--- src/rtl/kwm_pkg.sv ---
// Shared types, codes and default sizes for the k-way sorted list merge
`timescale 1ns / 1ps

package kwm_pkg;

   // default sizes
   localparam int LISTS_DEF      = 8;
   localparam int LIST_DEPTH_DEF = 256;
   localparam int VALUE_BITS_DEF = 32;

   // command codes carried in the input tuser
   localparam logic [1:0] CMD_LOAD  = 2'd0;
   localparam logic [1:0] CMD_POP   = 2'd1;
   localparam logic [1:0] CMD_CLEAR = 2'd2;

   // status codes carried in the result tuser
   localparam logic [1:0] ST_POPPED   = 2'd0;
   localparam logic [1:0] ST_ACCEPTED = 2'd1;
   localparam logic [1:0] ST_NONE     = 2'd2;
   localparam logic [1:0] ST_FULL     = 2'd3;

   // register byte addresses
   localparam logic [1:0] REG_ORDER_DESC = 2'd0;

   typedef enum logic [2:0] {
      S_IDLE,
      S_LOAD,
      S_SCAN,
      S_WB,
      S_RESP
   } kwm_state_type;

   typedef struct packed {
      logic [1:0]  cmd;
      logic [2:0]  list_id;
      logic [31:0] value;
   } kwm_req_type;

   typedef struct packed {
      logic [31:0] merged_value;
      logic [2:0]  source_list;
      logic [1:0]  status;
   } kwm_rsp_type;

endpackage

--- src/rtl/kwm_ptr_mem.sv ---
// Per-list length and read pointer RAM with per-entry valid bits
`timescale 1ns / 1ps

module kwm_ptr_mem #(
   parameter int LISTS = 8,
   parameter int CNT_W = 9
) (
   input  logic                     clock,
   input  logic                     reset,
   input  logic                     clear,
   input  logic                     rd_en,
   input  logic [$clog2(LISTS)-1:0] rd_idx,
   output logic [CNT_W-1:0]         rd_len,
   output logic [CNT_W-1:0]         rd_ptr,
   input  logic                     wr_en,
   input  logic [$clog2(LISTS)-1:0] wr_idx,
   input  logic [CNT_W-1:0]         wr_len,
   input  logic [CNT_W-1:0]         wr_ptr
);
   import kwm_pkg::*;

   logic [2*CNT_W-1:0] entry_ff [LISTS];
   logic [LISTS-1:0]   vld_ff;
   logic [2*CNT_W-1:0] rd_q_ff;
   logic               rd_vld_ff;

   // entry storage, registered read
   always_ff @(posedge clock) begin
      if (wr_en) begin
         entry_ff[wr_idx] <= {wr_len, wr_ptr};
      end
      if (rd_en) begin
         rd_q_ff <= entry_ff[rd_idx];
      end
   end

   // valid bits: an entry never written since reset or clear reads as zero
   always_ff @(posedge clock) begin
      if (reset) begin
         vld_ff    <= '0;
         rd_vld_ff <= 1'b0;
      end else begin
         if (clear) begin
            vld_ff <= '0;
         end else if (wr_en) begin
            vld_ff[wr_idx] <= 1'b1;
         end
         if (rd_en) begin
            rd_vld_ff <= vld_ff[rd_idx];
         end
      end
   end

   assign rd_len = rd_vld_ff ? rd_q_ff[2*CNT_W-1:CNT_W] : '0;
   assign rd_ptr = rd_vld_ff ? rd_q_ff[CNT_W-1:0] : '0;

endmodule

--- config.mk ---
export PLATFORM = sky130hd
export DESIGN_NAME = kwm_ptr_mem
export DESIGN_NICKNAME = d
export VERILOG_FILES = /design/src/rtl/kwm_pkg.sv /design/src/rtl/kwm_ptr_mem.sv
export SDC_FILE = /design/constraint.sdc
export NUM_CORES = 1
export LEC_CHECK = 0
export BUFFER_PORTS_ARGS = -buffer_cell sky130_fd_sc_hd__buf_2
export CAP_MARGIN = 20
export CORE_UTILIZATION = 45
export CTS_BUF_LIST = sky130_fd_sc_hd__clkbuf_4 sky130_fd_sc_hd__clkbuf_8
export DETAILED_ROUTE_END_ITERATION = 8
export SYNTH_ARGS = -nofsm -noshare
export SYNTH_HDL_FRONTEND = slang
export SYNTH_SLANG_ARGS = --single-unit
--- constraint.sdc ---
create_clock -name clock -period 2.4 [get_ports clock]
set_input_delay 0.48 -clock clock [delete_from_list [all_inputs] [get_ports clock]]
set_output_delay 0.48 -clock clock [all_outputs]
set_load 0.01 [all_outputs]
# Word-level counts from Yosys, hierarchy flattened
# Memories as Yosys holds them, arrays and structs flattened. A register that Yosys moved wholly into a read port is not among the register bits.
# Index checks and enable logic that the tools add are counted.
# op_classes
order_cmp	3
muxes	8
bitwise_logic	1
reduce_logical	2
# ops
op	n
9-bit two-way mux	2
3-bit by 4-bit < comparator with 1-bit output, second input constant	2
8-bit OR	1
1-bit two-way mux	4
1-bit binary-select mux with 3-bit select	1
1-bit demux with 3-bit select	1
3-bit by 1-bit greater-or-equal comparator with 1-bit output, second input constant	1
2-bit OR reduction	1
1-bit logical AND	1
# word_totals
register_bits	9
ram_bits	144
in_bits	29
output_inout_bits	18
elab_cells	17
memories	1
# mem_list
name	words	word_bits	rd	rd_ports_with_merged_regs	wr	line	source
entry_ff	8	18	1	1	1	kwm_ptr_mem.sv:22	logic [2*CNT_W-1:0] entry_ff [LISTS];

# Depth between registers and ports, before layout
# depth
word_depth	5
depth_mapped	5
mapped_depth_nobuf	3

# Least setup slack after synthesis
# Ideal clock, no wire load.
# synth_path
path_type	input -> register
from	input wr_idx[2]
to	memory entry_ff[0][0] (netlist name) (enable)
setup_ps	418
t_arrival_ps	1978
setup_slack_ps	4
stages	2
path_cell_list	nand2b_1 > nor3_1
# synth_rtl
item	line	source
start: declaration	kwm_ptr_mem.sv:16	input logic [$clog2(LISTS)-1:0] wr_idx,
end: declaration	kwm_ptr_mem.sv:22	
# No word-level cell before the write port.

# Final worst setup path
# layout_path
from	register rd_vld_ff
to	output rd_ptr[0]
# layout_between
elab_chain_len	1
# layout_lines
item	line	source
start: declaration	kwm_ptr_mem.sv:25	logic rd_vld_ff;
start signal: assignment	kwm_ptr_mem.sv:49	rd_vld_ff <= vld_ff[rd_idx];
9-bit two-way mux	kwm_ptr_mem.sv:55	assign rd_ptr = rd_vld_ff ? rd_q_ff[CNT_W-1:0] : '0;
end: declaration	kwm_ptr_mem.sv:14	output logic [CNT_W-1:0] rd_ptr,
# No other way between the ends.

==> metrics.txt <==
status=finished clean; Final setup violation count=0; Syn Inst Count=284; post-CTS setup buffer count=0; post-route ant nets=0; final wirelength=11230 um; sequential power share=57.6%; # rows=43; CTS tree=yes; area of the multi-input gates=0.001375 sq mm; Crit Path Category=flip-flop to output pin; Total GRT Usage=16.79%; initial DRC count=192; PortBufs=46; synthesized cell area=0.006492 sq mm; core area=0.01399 sq mm; Clk pwr share=37.1%; io pins=47; placed cell areas=0.006990 sq mm; largest net degree at the start of global routing=41; Leakage=2.506 nW; Pins Over Slew Limit=0; CTS Sinks=171; # DRC=0; Hold Path Class=input port to flip-flop; Yosys reg bits=171; share of layout cells above drive strength 1=40.17%; switching share of power=19.66%; Internal Power=4.748 mW; net count after synthesis=313; largest area contributor in the netlist=edfxtp_1; Arr. time, crit path=1540 ps; Yosys Warn Count=0; Die Y=122.1 um; wire length of the first global-routing pass=17070 um; Mean Syn Cell Area=22.86 sq um; GRT overflow=0; CTS Buf Count=17; register area=0.005045 sq mm; Startpoint Class=flip-flop; Initial Util=46.41%; average routed wire per standard cell=20.71 um; Slew @ Worst Pin=632.0 ps; layout overhead on the synthesized area=14.43%; relative slew slack=57.86%; detailed placement HPWL=6084 um; Net count, final=378; PostCTS Resize Cnt=0; Die ar.=0.01491 sq mm; clk buf depth=2; fmax=0.4943 GHz; Seq/Total Area, Yosys=77.70%; CP Max Fanout=10; Net Sw Power=1.162 mW; Worst Path Required=1920 ps; Skew-Pair Late Insertion Delay=450 ps; number of fill cells in the layout=1095; DP Worst Slack=348.3 ps; setup tns final=0 ps; fin area=0.007430 sq mm; period utilization=84.30%; Critical Path End Type=output pin; VDD IR max=0.3361 mV; clk root buf=clkbuf_8; share of the synthesized area in the top cell type=74.93%; DIE WIDTH=122.1 um; Tmin final=2023 ps; vias per inst=5.386; clock skew=7.373 ps; initial antenna violation count=0; PwrDens=795.5 mW/mm^2; vias=2919; Max Cap Viol=0; Clk pin slew, worst setup/hold paths=80 ps; cells taking the most area after synthesis=edfxtp_1, mux4_2, mux2_2; RePlAce Congestion=0.6846; vias in the first global route=2992; R2R Setup Slk=1030 ps; combinational cell fraction of total power=5.3%; H-tree depth=4; drt first pass iters=4; final worst-path setup slack=376.8 ps; CTS Hold Bufs=0; post-synthesis cell type count=17; endpoints failing hold=0; RSZ-0062 raised after global routing=false
registers in the layout, indices dropped and copies added (netlist names):
register	count
entry_ff	144
rd_q_ff	18
vld_ff	8
rd_vld_ff	1
synthesized netlist by cell type:
cell and n:
edfxtp_1 162, mux4_2 31, and2_1 18, mux2_2 18, dfxtp_1 9, nor2_1 8, o21a_1 8, mux4_1 6
buf_2 5, buf_6 4, mux2i_1 4, nand2b_1 3, clkbuf_1 2, nand2_1 2, nor3_1 2, a211oi_2 1
buf_12 1
metrics by stage:
stage	util, %	instances	power [mW]	hold WS (ps)
2_1_floorplan	-	284	3.663	440.0
3_3_place_gp	49.97	510	3.786	445.9
3_5_place_dp	49.97	510	3.798	454.1
4_1_cts	53.09	541	5.973	183.9
5_1_grt	53.09	541	6.097	184.6
6_report	53.11	542	5.910	212.1
metal layers:
layer / track usage (%) / share of wire [%] / vias up
li1: - / - / 1305
met1: 22.35 / 45 / 1537
met2: 26.34 / 49 / 64
met3: 4.635 / 4.4 / 13
met4: 6.631 / 1.5 / 0
met5: 0 / 0 / -
power groups by stage:
stage                     combinational, mW  clock [mW]  sequential (mW)
after floorplan                       0.199           0             3.46
after global placement                0.316           0             3.47
after detailed placement              0.323           0             3.48
after CTS                             0.324        2.24             3.41
after global routing                  0.345        2.34             3.41
final                                 0.315        2.19             3.40
cells by family (layout without fill, tap and decap cells):
logic type	after synthesis	after routing	synth area share (%)
flops	171	171	77.70
mux	59	59	16.92
buf+inv	12	89	1.503
compound gates	9	9	1.118
simple gates	33	33	2.756
other cells	0	1	0
final timing paths:
kind / from / endpoint / cells past startpoint
hold / removal: reset / rd_vld_ff / 2
setup / recovery: rd_vld_ff / rd_ptr[0] / 3
setup reg to reg: entry_ff[1][4] / rd_q_ff[4] / 2
hold reg to reg: vld_ff[2] / vld_ff[2] / 1
cells in the final DEF, fill, tap and decap left out:
cell type / Yosys / routed
buf_12: 1 / 2
buf_4: 0 / 10
o21a_1: 8 / 8
mux4_1: 6 / 6
nor3_2: 0 / 2
buf_2: 5 / 46
clkbuf_8: 0 / 17
and2_1: 18 / 18
edfxtp_1: 162 / 162
mux2i_1: 4 / 4
mux4_2: 31 / 31
nand2b_1: 3 / 3
clkinv_2: 0 / 4
nor2_1: 8 / 2
bufinv_16: 0 / 5
a211oi_2: 1 / 1
clkinv_1: 0 / 2
dfxtp_1: 9 / 9
mux2_2: 18 / 18
nor2_2: 0 / 6
nand2_1: 2 / 2
diode_2: 0 / 1
clkinvlp_4: 0 / 1
clkinv_4: 0 / 2
area by class of cell:
cell class	count	area share (%)
sequential	171	67.90
tap	180	3.031
multi-input combinational	101	18.51
clock inverter	14	2.728
timing repair buffer	58	4.648
clock buffer	17	3.149
antenna	1	0.03368
critical path, stage by stage (launching register included):
cell and delay (ps):
dfxtp_1 570, buf_4 260, and2_1 140, buf_2 120
(Power assumes the default switching activity.)
