==> config.mk <==
export PLATFORM = sky130hd
export DESIGN_NAME = kwm_seq
export DESIGN_NICKNAME = d
export VERILOG_FILES = /design/src/rtl/kwm_pkg.sv /design/src/rtl/kwm_seq.sv
export SDC_FILE = /design/constraint.sdc
export NUM_CORES = 1
export LEC_CHECK = 0
export BUFFER_PORTS_ARGS = -buffer_cell sky130_fd_sc_hd__clkbuf_2
export CAP_MARGIN = 20
export CORE_UTILIZATION = 40
export DETAILED_ROUTE_END_ITERATION = 6
export PLACE_DENSITY = 0.66
export SYNTH_ARGS = -nofsm -noshare
export SYNTH_HDL_FRONTEND = slang
export SYNTH_SLANG_ARGS = --single-unit
==> constraint.sdc <==
create_clock -name clock -period 7 [get_ports clock]
set_clock_uncertainty 0.2 [all_clocks]
set_input_delay 0.35 -clock clock [delete_from_list [all_inputs] [get_ports clock]]
set_output_delay 0.35 -clock clock [all_outputs]
set_load 0.03 [all_outputs]
==> src/rtl/kwm_pkg.sv <==
// Shared types, codes and default sizes for the k-way sorted list merge
`timescale 1ns / 1ps

package kwm_pkg;

   // default sizes
   localparam int LISTS_DEF      = 8;
   localparam int LIST_DEPTH_DEF = 256;
   localparam int VALUE_BITS_DEF = 32;

   // command codes carried in the input tuser
   localparam logic [1:0] CMD_LOAD  = 2'd0;
   localparam logic [1:0] CMD_POP   = 2'd1;
   localparam logic [1:0] CMD_CLEAR = 2'd2;

   // status codes carried in the result tuser
   localparam logic [1:0] ST_POPPED   = 2'd0;
   localparam logic [1:0] ST_ACCEPTED = 2'd1;
   localparam logic [1:0] ST_NONE     = 2'd2;
   localparam logic [1:0] ST_FULL     = 2'd3;

   // register byte addresses
   localparam logic [1:0] REG_ORDER_DESC = 2'd0;

   typedef enum logic [2:0] {
      S_IDLE,
      S_LOAD,
      S_SCAN,
      S_WB,
      S_RESP
   } kwm_state_type;

   typedef struct packed {
      logic [1:0]  cmd;
      logic [2:0]  list_id;
      logic [31:0] value;
   } kwm_req_type;

   typedef struct packed {
      logic [31:0] merged_value;
      logic [2:0]  source_list;
      logic [1:0]  status;
   } kwm_rsp_type;

endpackage

==> src/rtl/kwm_seq.sv <==
// Command sequencer: loads, pop scan over list heads, clear, result hold
`timescale 1ns / 1ps

module kwm_seq #(
   parameter int LISTS      = 8,
   parameter int LIST_DEPTH = 256,
   parameter int VALUE_BITS = 32,
   parameter int LIST_W     = $clog2(LISTS),
   parameter int PTR_W      = (LIST_DEPTH > 1) ? $clog2(LIST_DEPTH) : 1,
   parameter int CNT_W      = $clog2(LIST_DEPTH + 1)
) (
   input  logic                      clock,
   input  logic                      reset,
   input  logic                      order_desc,
   input  logic                      req_valid,
   input  kwm_pkg::kwm_req_type      req,
   output logic                      req_ready,
   output logic                      res_valid,
   output kwm_pkg::kwm_rsp_type      res,
   input  logic                      res_ready,
   // pointer memory
   output logic                      ptr_clear,
   output logic                      ptr_rd_en,
   output logic [LIST_W-1:0]         ptr_rd_idx,
   input  logic [CNT_W-1:0]          ptr_rd_len,
   input  logic [CNT_W-1:0]          ptr_rd_ptr,
   output logic                      ptr_wr_en,
   output logic [LIST_W-1:0]         ptr_wr_idx,
   output logic [CNT_W-1:0]          ptr_wr_len,
   output logic [CNT_W-1:0]          ptr_wr_ptr,
   // element memory
   output logic                      data_wr_en,
   output logic [LIST_W+PTR_W-1:0]   data_wr_addr,
   output logic [VALUE_BITS-1:0]     data_wr_data,
   output logic                      data_rd_en,
   output logic [LIST_W+PTR_W-1:0]   data_rd_addr,
   input  logic [VALUE_BITS-1:0]     data_rd_data
);
   import kwm_pkg::*;

   kwm_state_type         state_ff, state_in;
   logic [LIST_W-1:0]     id_ff, id_in;
   logic [VALUE_BITS-1:0] val_ff, val_in;
   kwm_rsp_type           res_ff, res_in;
   logic [LIST_W:0]       scan_idx_ff, scan_idx_in;
   logic                  s1_vld_ff, s1_vld_in;
   logic [LIST_W-1:0]     s1_idx_ff, s1_idx_in;
   logic                  s2_vld_ff, s2_vld_in;
   logic [LIST_W-1:0]     s2_idx_ff, s2_idx_in;
   logic [CNT_W-1:0]      s2_len_ff, s2_len_in;
   logic [CNT_W-1:0]      s2_ptr_ff, s2_ptr_in;
   logic                  best_found_ff, best_found_in;
   logic [LIST_W-1:0]     best_idx_ff, best_idx_in;
   logic [VALUE_BITS-1:0] best_val_ff, best_val_in;
   logic [CNT_W-1:0]      best_len_ff, best_len_in;
   logic [CNT_W-1:0]      best_ptr_ff, best_ptr_in;
   logic                  live;
   logic                  better;
   logic                  id_ok;

   assign id_ok = ({29'd0, req.list_id} < 32'(LISTS));

   always_comb begin
      state_in      = state_ff;
      id_in         = id_ff;
      val_in        = val_ff;
      res_in        = res_ff;
      scan_idx_in   = scan_idx_ff;
      s1_vld_in     = 1'b0;
      s1_idx_in     = s1_idx_ff;
      best_found_in = best_found_ff;
      best_idx_in   = best_idx_ff;
      best_val_in   = best_val_ff;
      best_len_in   = best_len_ff;
      best_ptr_in   = best_ptr_ff;
      req_ready     = 1'b0;
      res_valid     = 1'b0;
      ptr_clear     = 1'b0;
      ptr_rd_en     = 1'b0;
      ptr_rd_idx    = scan_idx_ff[LIST_W-1:0];
      ptr_wr_en     = 1'b0;
      ptr_wr_idx    = id_ff;
      ptr_wr_len    = CNT_W'(ptr_rd_len + 1'b1);
      ptr_wr_ptr    = ptr_rd_ptr;
      data_wr_en    = 1'b0;
      data_wr_addr  = {id_ff, ptr_rd_len[PTR_W-1:0]};
      data_wr_data  = val_ff;

      // scan stage 2: pointer entry back, fetch the head of a live list
      live         = s1_vld_ff && (ptr_rd_ptr < ptr_rd_len);
      data_rd_en   = live;
      data_rd_addr = {s1_idx_ff, ptr_rd_ptr[PTR_W-1:0]};
      s2_vld_in    = live;
      s2_idx_in    = s1_idx_ff;
      s2_len_in    = ptr_rd_len;
      s2_ptr_in    = ptr_rd_ptr;

      // scan stage 3: head value back, keep it if strictly better
      better = order_desc ? ($signed(data_rd_data) > $signed(best_val_ff))
                          : ($signed(data_rd_data) < $signed(best_val_ff));
      if (s2_vld_ff && (!best_found_ff || better)) begin
         best_found_in = 1'b1;
         best_idx_in   = s2_idx_ff;
         best_val_in   = data_rd_data;
         best_len_in   = s2_len_ff;
         best_ptr_in   = s2_ptr_ff;
      end

      case (state_ff)
         S_IDLE: begin
            req_ready = 1'b1;
            if (req_valid) begin
               res_in = '{merged_value: '0, source_list: '0, status: ST_ACCEPTED};
               case (req.cmd)
                  CMD_LOAD: begin
                     id_in  = LIST_W'(req.list_id);
                     val_in = VALUE_BITS'($signed(req.value));
                     if (id_ok) begin
                        ptr_rd_en  = 1'b1;
                        ptr_rd_idx = LIST_W'(req.list_id);
                        state_in   = S_LOAD;
                     end else begin
                        res_in.status = ST_FULL;
                        state_in      = S_RESP;
                     end
                  end
                  CMD_POP: begin
                     scan_idx_in   = '0;
                     best_found_in = 1'b0;
                     state_in      = S_SCAN;
                  end
                  CMD_CLEAR: begin
                     ptr_clear = 1'b1;
                     state_in  = S_RESP;
                  end
                  default: begin
                     state_in = S_RESP;
                  end
               endcase
            end
         end
         // append at the tail unless the list is full
         S_LOAD: begin
            if (ptr_rd_len >= CNT_W'(LIST_DEPTH)) begin
               res_in.status = ST_FULL;
            end else begin
               data_wr_en    = 1'b1;
               ptr_wr_en     = 1'b1;
               res_in.status = ST_ACCEPTED;
            end
            state_in = S_RESP;
         end
         // scan stage 1: one pointer entry read per cycle
         S_SCAN: begin
            if (scan_idx_ff < (LIST_W+1)'(LISTS)) begin
               ptr_rd_en   = 1'b1;
               ptr_rd_idx  = scan_idx_ff[LIST_W-1:0];
               s1_vld_in   = 1'b1;
               s1_idx_in   = scan_idx_ff[LIST_W-1:0];
               scan_idx_in = scan_idx_ff + 1'b1;
            end else if (!s1_vld_ff && !s2_vld_ff) begin
               state_in = S_WB;
            end
         end
         // advance the winning list
         S_WB: begin
            if (best_found_ff) begin
               ptr_wr_en  = 1'b1;
               ptr_wr_idx = best_idx_ff;
               ptr_wr_len = best_len_ff;
               ptr_wr_ptr = CNT_W'(best_ptr_ff + 1'b1);
               res_in = '{merged_value: 32'($signed(best_val_ff)),
                          source_list:  3'(best_idx_ff),
                          status:       ST_POPPED};
            end else begin
               res_in = '{merged_value: '0, source_list: '0, status: ST_NONE};
            end
            state_in = S_RESP;
         end
         S_RESP: begin
            res_valid = 1'b1;
            if (res_ready) begin
               state_in = S_IDLE;
            end
         end
         default: begin
            state_in = S_IDLE;
         end
      endcase
   end

   assign res = res_ff;

   // control state
   always_ff @(posedge clock) begin
      if (reset) begin
         state_ff  <= S_IDLE;
         s1_vld_ff <= 1'b0;
         s2_vld_ff <= 1'b0;
      end else begin
         state_ff  <= state_in;
         s1_vld_ff <= s1_vld_in;
         s2_vld_ff <= s2_vld_in;
      end
   end

   // payload and scan bookkeeping
   always_ff @(posedge clock) begin
      id_ff         <= id_in;
      val_ff        <= val_in;
      res_ff        <= res_in;
      scan_idx_ff   <= scan_idx_in;
      s1_idx_ff     <= s1_idx_in;
      s2_idx_ff     <= s2_idx_in;
      s2_len_ff     <= s2_len_in;
      s2_ptr_ff     <= s2_ptr_in;
      best_found_ff <= best_found_in;
      best_idx_ff   <= best_idx_in;
      best_val_ff   <= best_val_in;
      best_len_ff   <= best_len_in;
      best_ptr_ff   <= best_ptr_in;
   end

endmodule

======== Yosys cells after proc, flatten, opt, wreduce, memory -nomap -nowiden ========
Cells that the tools add are included.
word-level totals
  bits in registers ....................... 159
  input port bits ......................... 92
  output and inout port bits .............. 122
cells by class
  $add $sub $neg .......................... 3
  order comparisons ....................... 5
  equal/unequal tests ..................... 12
  multiplexer cells ....................... 42
  bitwise gates (word level) .............. 1
  reductions and logical operators ........ 20
operator list
  cell                   count
  $mux W37               2
  $pmux W35 S2           1
  $mux W9                4
  $gt A32 B32 Y1         1
  $lt A32 B32 Y1         1
  $mux W3                9
  $add A9 B1 Y9 const B  2
  $mux W1                16
  $mux W4                3
  $pmux W3 S4            1
  $ne A2 B2 Y1 const B   5
  $ge A9 B9 Y1 const B   1
  $lt A9 B9 Y1           1
  $pmux W4 S2            1
  $reduce_and A4 Y1      2
  $eq A3 B2 Y1 const B   2
  $pmux W2 S3            1
  $pmux W3 S2            1
  $reduce_and A2 Y1      3
  $add A4 B1 Y4 const B  1
  $lt A4 B4 Y1 const B   1
  $pmux W1 S2            2
  $reduce_bool A2 Y1     2
  $reduce_or A2 Y1       2
  other kinds (14)       18

======== Depth between registers and ports, before layout ========
  depth after elaboration ................. 8
  depth in mapped cells ................... 8
  depth with buffers taken out ............ 8

======== Least setup slack after synthesis ========
OpenSTA, ideal clock, no wires.
  path kind ............................... input -> register
  start ................................... input data_rd_data[23]
  end ..................................... register best_idx_ff[0], enable pin
  setup time .............................. 0.411 ns
  arrival ................................. 2.760 ns
  data required time ...................... 6.389 ns
  slack ................................... 3.629 ns
  stages on the path ...................... 6
  buffers on the path ..................... 0
  path through ............................ ha_1 nand4_1 or4_1 a31oi_1 o22ai_1 mux2_1
on the way
  cells in the longest elaborated chain, start to end .. 4
  elaborated cells between the ends (all ways) .. 5
  classes of those cells .................. order compare (2); mux (1); reduce/logical (2)
RTL lines
  item                                                     line                           text
  from (decl)                                              kwm_seq.sv:37                  input logic [VALUE_BITS-1:0] data_rd_data
  $lt A32 B32 Y1 / $gt A32 B32 Y1 (equally long branches)  kwm_seq.sv:100, kwm_seq.sv:99
  $mux W1 *                                                kwm_seq.sv:99                  better = order_desc ? ($signed(data_rd_data) > $signed(best_val_ff))
  $logic_or A1 B1 Y1 *                                     kwm_seq.sv:101                 if (s2_vld_ff && (!best_found_ff || better)) begin
  $logic_and A1 B1 Y1 *                                    kwm_seq.sv:101
  to (signal assigned)                                     kwm_seq.sv:218                 best_idx_ff <= best_idx_in;
  to (decl)                                                kwm_seq.sv:53                  logic [LIST_W-1:0] best_idx_ff, best_idx_in;
Mark *: on every way between the ends. The rest lies on a longest branch, timed or not.
A chain may end at the register's enable or synchronous reset.

======== Worst setup path after layout ========
  start ................................... input data_rd_data[27]
  end ..................................... register best_val_ff[31], enable pin
on the way
  cells in the longest elaborated chain, start to end .. 4
  elaborated cells between the ends (all ways) .. 5
  classes of those cells .................. order compare (2); mux (1); reduce/logical (2)
RTL lines
  item                                                     line                           text
  $lt A32 B32 Y1 / $gt A32 B32 Y1 (equally long branches)  kwm_seq.sv:100, kwm_seq.sv:99
  $mux W1 *                                                kwm_seq.sv:99
  $logic_or A1 B1 Y1 *                                     kwm_seq.sv:101
  $logic_and A1 B1 Y1 *                                    kwm_seq.sv:101
  to (signal assigned)                                     kwm_seq.sv:219                 best_val_ff <= best_val_in;
  to (decl)                                                kwm_seq.sv:54                  logic [VALUE_BITS-1:0] best_val_ff, best_val_in;
Marked as above.

==> metrics.md <==
| Metric | Value |
|---|---|
| Worst Tran Pin Value | `roughly 920 ps` |
| Clock-pin slew on the worst setup and hold paths | `roughly 60 ps` |
| DIE HEIGHT | `130.2 µm` |
| FF-to-FF Start | `best_val_ff[27]` |
| Initial antenna violation count | `0` |
| Gpl congestion | `~0.83` |
| Hold buffer count at CTS | `87` |
| LEAKAGE | `about 4 nW` |
| # Post-CTS Setup Buffers | `0` |
| Critical Path Max Stage Delay | `just under 600 ps` |
| Slew margin rel. | `around 39%` |
| Starting Density | `around two fifths` |
| Synth area leaders | `edfxtp_1 (60%), dfxtp_1 (8.2%), ha_1 (8.2%), nand2_1 (2.7%), nor2_1 (2.7%)` |
| Top fanout value on the critical path | `34` |
| Gr usage total | `around a fifth` |
| FMAX | `approximately 0.28 GHz` |
| Synth unique cells | `42` |
| Area growth syn-to-layout | `39.68%` |
| Outcome | `finished, final reports clean` |
| Mapped Cells | `just under 500` |
| Number of synthesized flops with an enable pin | `approximately 130` |
| Sequential share of the synthesized area | `between 60% and 70%` |
| Final period util | `roughly 52%` |
| Top Family by Delay on Critical Path | `buffers and inverters` |
| CP Class | `in2reg` |
| Hold Slack | `about 66 ps` |
| Core Area | `15940 µm²` |
| I/O Buffers | `between 200 and 250` |
| R2R cell count | `8` |
| HP Class | `in2reg` |
| Final wirelength | `around 16000 µm` |
| Final net count | `~930` |
| Mapped Nets | `630` |
| CP Depth | `9` |
| Number of global-route vias before repair | `between 4000 and 5000` |
| Cell row count | `46` |
| Synth Area in XOR/XNOR | `between 2 and 2.5%` |
| Cts repair resizes | `0` |
| Final Setup Violations | `0` |
| VDD IR max | `between 150 and 200 µV` |
| Syn. warnings | `0` |
| Worst R2R Setup Slack | `3590 ps` |
| First-pass GRT wire length | `23650 µm` |
| RSZ-0062 raised after global routing | `no` |
| CTS tree | `built` |
| Max-cap violations | `0` |
| Worst Path Required | `about 6900 ps` |
| DR vias | `4790` |
| Max H-tree Level | `4` |
| Setup TNS Final | `0 ps` |
| Die X | `130.2 µm` |
| Ys flop type | `edfxtp_1` |
| Pre-antenna DRT Iters | `6` |
| Clk_lat worst skew | `~420 ps` |
| R2R Path End | `best_val_ff[31]` |
| Share of the synthesized area in the top cell type | `between 60% and 70%` |
| CP cell instances | `dlygate4sd3_1 > clkbuf_2 > ha_1 > nand4_1 > or4_1 > a31oi_1 > o22ai_1 > mux2_2 > buf_4` |
| Count of pins over their slew limit | `0` |
| Post-layout min period | `roughly 3600 ps` |
| Clock buffer depth | `2` |
| TritonCTS Sinks | `between 150 and 200` |
| DRC | `0` |
| Most common cell after layout, fill and taps aside | `clkbuf_2` |
| Cts bufs inserted | `17` |
| Hpwl dp | `10610 µm` |
| Post-synth top area cell | `edfxtp_1` |
| Setup crit end kind | `flip-flop` |
| Largest family of logic cells by synthesized area | `simple AND/OR/NAND/NOR gates` |
| Multiplexer share of the synthesized area | `0.5138%` |
| Storage element area | `4504 µm²` |
| CP bufs+invs | `3` |
| Power Dens Cells | `236.0 nW/µm²` |
| Synth Cell Area | `6575 µm²` |
| Synth Area in Compound Gates | `between 5 and 6%` |
| Simple-gate area share of the yosys netlist | `10.12%` |
| Critical path origin | `data_rd_data[27]` |
| Hold Fails Final Rpt | `0` |
| Multi-input combinational cell area | `1765 µm²` |
| CP max stage cell | `mux2_2` |
| Filler cells | `approximately 1300` |
| N_diodes | `0` |
| Most frequent cells in the layout | `clkbuf_2 (213), edfxtp_1 (132), dlygate4sd3_1 (87)` |
| Crit path DAT | `3490 ps` |
| Clk root buf | `clkbuf_16` |
| Detail Route Antenna Nets | `0` |
| Top Ports | `around 210` |
| Asr flop ratio synth | `0%` |
| Iteration-0 DRC count of the detailed router | `192` |
| Share of post-route cells with drive strength above 1 | `between 30 and 40%` |
| CP Launch Type | `input pin` |
| Synth Register Bits | `~160` |
| DIE AREA | `16950 µm²` |
| Synth Area per Inst | `about 13 µm²` |
| Detailed-route vias per instance | `~4.7` |
| GRT overflow | `0` |
| Per-cell routed wire length | `around 15 µm` |
| Pin count of the biggest net entering global routing | `52` |
| Synth Area in Adders | `under 10%` |
| Critical path endpoint | `best_val_ff[31]` |
[layer usage]
metal / part of all wire [%] / track usage (%) / up-vias / wire length [µm]
li1: - / - / 2346 / -
met1: 42 / 21.87 / 2246 / 6594
met2: 49 / 32.13 / 178 / 7725
met3: 6.8 / 5.822 / 20 / 1058
met4: 1.5 / 7.866 / 0 / 229
met5: 0 / 0 / - / 0
[how the worst min path moves through the flow]
stage             startpoint            to  slack [ps]  cells past startpoint
2_1_floorplan  ptr_rd_len[0]  s2_len_ff[0]         180                      0
3_3_place_gp    s1_idx_ff[1]  s2_idx_ff[1]         160                      0
3_5_place_dp    s1_idx_ff[1]  s2_idx_ff[1]         180                      0
4_1_cts            res_ready   state_ff[2]          50                      4
5_1_grt            res_ready   state_ff[2]         100                      4
6_report           res_ready   state_ff[2]          70                      4
[final cells by class]
| type | count | share of cell area [%] |
|---|---|---|
| repair buffers | 303 | 21.34 |
| clock buffers | 19 | 4.714 |
| well taps | 216 | 2.943 |
| multi-input cells | 269 | 19.22 |
| clock inverters | 11 | 1.022 |
| inverters | 42 | 1.717 |
| flip-flops and latches | 159 | 49.05 |
[worst register-to-register path: cells and delay by family (launching register included)]
family                     cells  cell delay (ps)
DFF                            1              340
and+or+nand+nor                2              730
adders and majority gates      1              310
buffers and inverters          2              580
AOI/OAI and AO/OA              2              290
muxes                          1              580
[power breakdown]
| part | switching [mW] | internal (mW) |
|---|---|---|
| combinational | 0.159 | 0.0990 |
| sequential | 0.0135 | 1.06 |
| clock | 0.355 | 0.481 |
[flip-flops by register name, indices dropped and copies added (netlist names), 3 cells and up]
signal / count
res: 37
best_val_ff: 32
data_wr_data: 32
best_len_ff: 9
best_ptr_ff: 9
s2_len_ff: 9
s2_ptr_ff: 9
scan_idx_ff: 4
best_idx_ff: 3
id_ff: 3
s1_idx_ff: 3
s2_idx_ff: 3
state_ff: 3
[synthesized netlist by cell type (3+ instances only)]
cell type and number:
nor2b_1 3, buf_4 16, xor2_1 4, inv_1 42, ha_1 43, nand3_1 9
nor4_1 3, a21oi_1 15, and2_1 4, edfxtp_1 132, a21o_1 8, dfxtp_1 27
nor3_1 4, and3_1 5, nor2_1 47, o21ai_0 22, nand2_1 48, nand2b_1 7
a31oi_1 4, clkbuf_1 8, nand4_1 7, xnor2_1 12
[through the flow]
step                      setup WS [ps]  cell area (µm²)  power [mW]  util (%)  cells
after global routing               3131             9184       2.244     57.60   1019
after detailed placement           3469             7786       1.311     48.84    902
final                              3368             9184       2.168     57.60   1019
after floorplan                    3629             6575       1.228         -    495
after global placement             3606             7786       1.307     48.84    902
after CTS                          3340             9184       2.186     57.60   1019
[cell families after synthesis]
logic type                 Yosys count
adders and majority gates           43
buffers and inverters               67
xor gates and xnor gates            16
and+or+nand+nor                    145
AOI/OAI and AO/OA                   62
muxes                                3
DFF                                159
No activity file was read; power rests on OpenSTA's default activity.
